$ cat config.mk
export PLATFORM = sky130hd
export DESIGN_NAME = see_ram
export DESIGN_NICKNAME = d
export VERILOG_FILES = /design/src/rtl/see_ram.sv
export SDC_FILE = /design/constraint.sdc
export NUM_CORES = 2
export LEC_CHECK = 0
export BUFFER_PORTS_ARGS = -buffer_cell sky130_fd_sc_hd__buf_2
export CORE_AREA = 2 2 448 450
export DETAILED_ROUTE_END_ITERATION = 10
export DIE_AREA = 0 0 450 452
export MAX_ROUTING_LAYER = met4
export PLACE_DENSITY_LB_ADDON = 0.2
export SLEW_MARGIN = 20
export SYNTH_ARGS = -nofsm -noshare
export SYNTH_HDL_FRONTEND = slang
export SYNTH_SLANG_ARGS = --single-unit
export TNS_END_PERCENT = 100
$ cat constraint.sdc
create_clock -name aclk -period 7.6 [get_ports aclk]
set_clock_uncertainty 0.15 [all_clocks]
set_input_delay 1.9 -clock aclk [delete_from_list [all_inputs] [get_ports aclk]]
set_output_delay 1.9 -clock aclk [all_outputs]
set_load 0.02 [all_outputs]
$ cat src/rtl/see_ram.sv
`default_nettype none
// ---------------------------------------------------------------------------
// see_ram
// Generic single-port-write, single-port-read RAM with registered read.
// ---------------------------------------------------------------------------
module see_ram #(
    parameter int WIDTH = 64,
    parameter int DEPTH = 32
) (
    input  wire logic                     aclk,
    input  wire logic                     we,
    input  wire logic [$clog2(DEPTH)-1:0] waddr,
    input  wire logic [WIDTH-1:0]         wdata,
    input  wire logic [$clog2(DEPTH)-1:0] raddr,
    output logic      [WIDTH-1:0]         rdata
);
    logic [WIDTH-1:0] mem [DEPTH];

    always_ff @(posedge aclk) begin
        if (we) begin
            mem[waddr] <= wdata;
        end
        rdata <= mem[raddr];
    end
endmodule
`default_nettype wire

# Word-level counts from Yosys, hierarchy flattened
# Memory sizes are Yosys's and may differ from the RTL's. A register that Yosys moved wholly into a read port is not among the register bits.
# Cells that the tools add are included.
# W data, S select, Z words.
word_totals:
  inputBits: 76
  regBits: 0
  output_inout_bits: 64
  memories: 1
  word_cells: 3
  mem_bits_rw: 2048
classes:
  n_mux: 2
mem_list:
  columns: ["name", "words", "word_bits", "read_ports", "rd_clocked_by_memory_dff", "write_ports", "line_no", "text"]
  rows:
  - ["mem", 32, 64, 1, 1, 1, "17", "logic [WIDTH-1:0] mem [DEPTH];"]
op_table:
  columns: ["cell", "count"]
  rows:
  - ["$mux W1", 2]

# Depth between registers and ports, before layout
logic_depth:
  word_depth: 2
  depth_mapped: 9
  mapped_depth_nobuf: 4

# Least setup slack after synthesis
# Ideal clock, no wire load.
synth_path:
  kind: "in2reg"
  from: "in waddr[1]"
  to: "mem mem[12][0], enable pin"
  required_time_ps: 6964
  t_arrival_ps: 5236
  cell_stages: 3
  n_path_buf: 1
  setup_time_ps: 486
  path_slack_ps: 1728
  cell_sequence: "or3b_2 > clkbuf_1 > nor2_1"
synth_rtl:
  columns: ["item", "line_no", "text"]
  rows:
  - ["start, declared", "12", "input wire logic [$clog2(DEPTH)-1:0] waddr,"]
  - ["end, declared", "17", null]
# Straight into the memory's write port.

# Worst setup path after layout
layout_path:
  from: "in waddr[0]"
  to: "mem mem[2][35], enable pin"
# Straight into the memory's write port.

==> impl_metrics.csv <==
group,metric,value,unit
global_routing,overflow,0,
clocking,insertion_delay,0.83,ns
timing,slew_viol_final,0,
pwr,p_leak,28.1,nW
clocking,ctsResizeCount,0,
clocking,cts_buffer_depth,3,
worst_setup_path,crit_type,"in -> reg",
worst_setup_path,r2r_setup_slack,5.52,ns
synth,yosysWarnings,0,
timing,final-hold-violation-count,0,
worst_setup_path,max_stage_delay,1.05,ns
worst_setup_path,end_kind,"register",
timing,min_period_over_period,53.7,%
timing,slew_headroom,28.1,%
clocking,cts_max_level,4,
run,max_cap_viol_count,0,
worst_setup_path,r2r_cells,3,
synth,ys_seq_area_share,79.5,%
floorplan,core_area,199000,um2
pwr,peakVddDrop,0.000223,V
floorplan,die_w,450,um
worst_hold_path,hold_path_class,"reg -> reg",
floorplan,boundaryPins,140,
floorplan,dieArea,203000,um2
synth,synthesis.area,79000,um2
clocking,post-cts-setup-buffers,0,
worst_setup_path,cp_cell_sequence,"buf_2, nand3b_1, nor2_4, buf_4",
placement,place.gp.congestion,0.712,
timing,rsz0062_at_grt,"false",
status,status,"complete, no violations",
final_layout,layout_commonest_cell,"edfxtp_1",
global_routing,antenna_found_initial,25,
timing,setup_tns,0,ns
synth,synth_nets,3173,
worst_setup_path,crit_path_max_fanout,19,
worst_setup_path,start_kind,"input pin",
synth,synth-seq-cells,2112,
timing,setup_viol,0,
global_routing,grt_max_degree,95,
placement,dpl.hpwl,96300,um
worst_setup_path,r2r_end,"rdata[2]",
global_routing,grt_pass1_wl,277000,um
floorplan,die_h,452,um
worst_setup_path,cp.arrival,4.40,ns
pwr,finalPower,24.6,mW
clocking,cts.clk_slew.worst_paths,0.06,ns
drt,vias_per_cell,5.54,
final_layout,area_growth,14.7,%
drt,totalWireLength,197000,um
drt,wl_per_cell,31.5,um
final_layout,drive_gt1_share,34.9,%
final_layout,nFillCells,16510,
worst_hold_path,worstHoldStart,"mem[4][0]",
drt,drt_iter0_markers,3948,
final_layout,regArea,62800,um2
final_layout,final_cell_count_no_fill,6246,
drt,vias,34583,
worst_hold_path,hold_end,"rdata[0]",
global_routing,grt_pass1_vias,36187,
drt,firstDrtPassIters,5,
worst_setup_path,cp_data_required_time,7.91,ns
clocking,cts_root_buffer,"clkbuf_16",
clocking,cts.sinks,2112,
synth,syn_avg_cell_area,25.5,um2
global_routing,track_usage,20.0,%
drt,ant_nets,0,
final_layout,final_core_util,45.6,%
floorplan,rows,164,
placement,port_buffers,139,
clocking,cts_tree,"built",
placement,place_ws,2.64,ns
placement,dpl.cell_count,5827,
synth,ys_types,31,
worst_hold_path,whs_path_depth,3,
pwr,power_density,272,nW/um2
final_layout,multi_input_area,15700,um2
timing,maxClockFrequency,245,MHz
final_layout,layout_common_cells,"2048 x edfxtp_1, 602 x mux4_2, 221 x clkbuf_16, 134 x buf_2, 74 x mux2_2",
timing,setup_slack,3.52,ns
timing,layout_min_cycle_time,4.08,ns
worst_setup_path,r2r-start,"mem[18][2]",
final_layout,nets,3464,
synth,synthCells,3097,
floorplan,initial_core_util,39.8,%
drt,drc,0,
timing,tightest_slew,1.08,ns
clocking,cts_hold_buf,0,
clocking,cts_made_buffers,215,
worst_setup_path,crit_slowest_cell,"nor2_4",
-- logic make-up after synthesis --
logic type	Yosys count	synth area share, %
flops	2112	79.5
mux	714	18.7
buf+inv	157	0.944
simple gates	64	0.379
compound gates	50	0.466
-- metal layers --
metal	GRT usage, %	vias up	wire length (um)
met4	4.91	0	4130
met2	32.6	1029	100000
li1	-	14120	-
met1	26.4	19149	82400
met3	3.09	285	10400
met5	-	-	0
-- Yosys cell counts --
cell / n / area [um2]
inv_2: 1 / 3.75
o22ai_1: 10 / 62.6
or3b_2: 2 / 17.5
o2bb2ai_1: 3 / 26.3
nor2b_1: 4 / 25.0
mux2_2: 74 / 833
buf_6: 3 / 33.8
dfxtp_1: 64 / 1280
mux4_2: 602 / 13600
nand3_1: 2 / 10.0
o31a_1: 3 / 26.3
or3_1: 1 / 6.26
and2_0: 1 / 6.26
nand2b_1: 2 / 12.5
o211ai_1: 3 / 22.5
buf_4: 14 / 105
o221ai_1: 3 / 26.3
edfxtp_1: 2048 / 61500
a22o_1: 1 / 8.76
buf_2: 65 / 325
a22oi_1: 3 / 22.5
o21ai_0: 9 / 45.0
nand3b_1: 5 / 37.5
mux2i_1: 38 / 380
nor2_1: 41 / 154
a221oi_1: 12 / 105
and2_1: 3 / 18.8
a211oi_1: 3 / 22.5
buf_1: 19 / 71.3
clkbuf_1: 55 / 206
nand2_1: 3 / 11.3
-- worst max-delay path, delay by kind of cell --
family | cells | cell delay [ns]
buffers and inverters | 2 | 0.70
and+or+nand+nor | 2 | 1.76
-- state kept, by name, indices dropped and copies added, names as in the netlist --
register,cells
mem,2048
rdata,64
-- layout make-up --
type / instances / area share [%]
multi-input combinational: 828 / 17.3
sequential: 2112 / 69.3
clock inverter: 106 / 1.11
tap: 2656 / 3.67
timing repair buffer: 230 / 1.93
antenna: 13 / 0.0359
clock buffer: 300 / 6.62
inverter: 1 / 0.00414
-- metrics by stage --
step                      instance area (um2)  hold slack, ns
after floorplan                         79000           0.572
after global placement                  83500           0.617
after detailed placement                83500           0.612
after CTS                               90500           0.628
after global routing                    90600           0.659
final                                   90600           0.618
-- where the power goes --
group | internal (mW) | leakage (nW) | switching, mW
combinational | 0.485 | 5.65 | 0.669
sequential | 13.0 | 19.0 | 0.0649
clock | 6.07 | 3.43 | 4.41
total | 19.5 | 28.1 | 5.14
-- how the worst max path moves through the flow --
stage	start	to	slack (ns)	depth (start not counted)
6_report	waddr[0]	mem[2][35]	3.52	4
3_5_place_dp	waddr[0]	mem[2][35]	2.64	4
5_1_grt	raddr[1]	rdata[34]	3.47	6
3_3_place_gp	waddr[1]	mem[29][34]	2.69	4
4_1_cts	waddr[0]	mem[2][32]	3.53	4
2_1_floorplan	waddr[1]	mem[12][0]	1.73	3
Note: power is estimated with default switching activity, not from simulation.
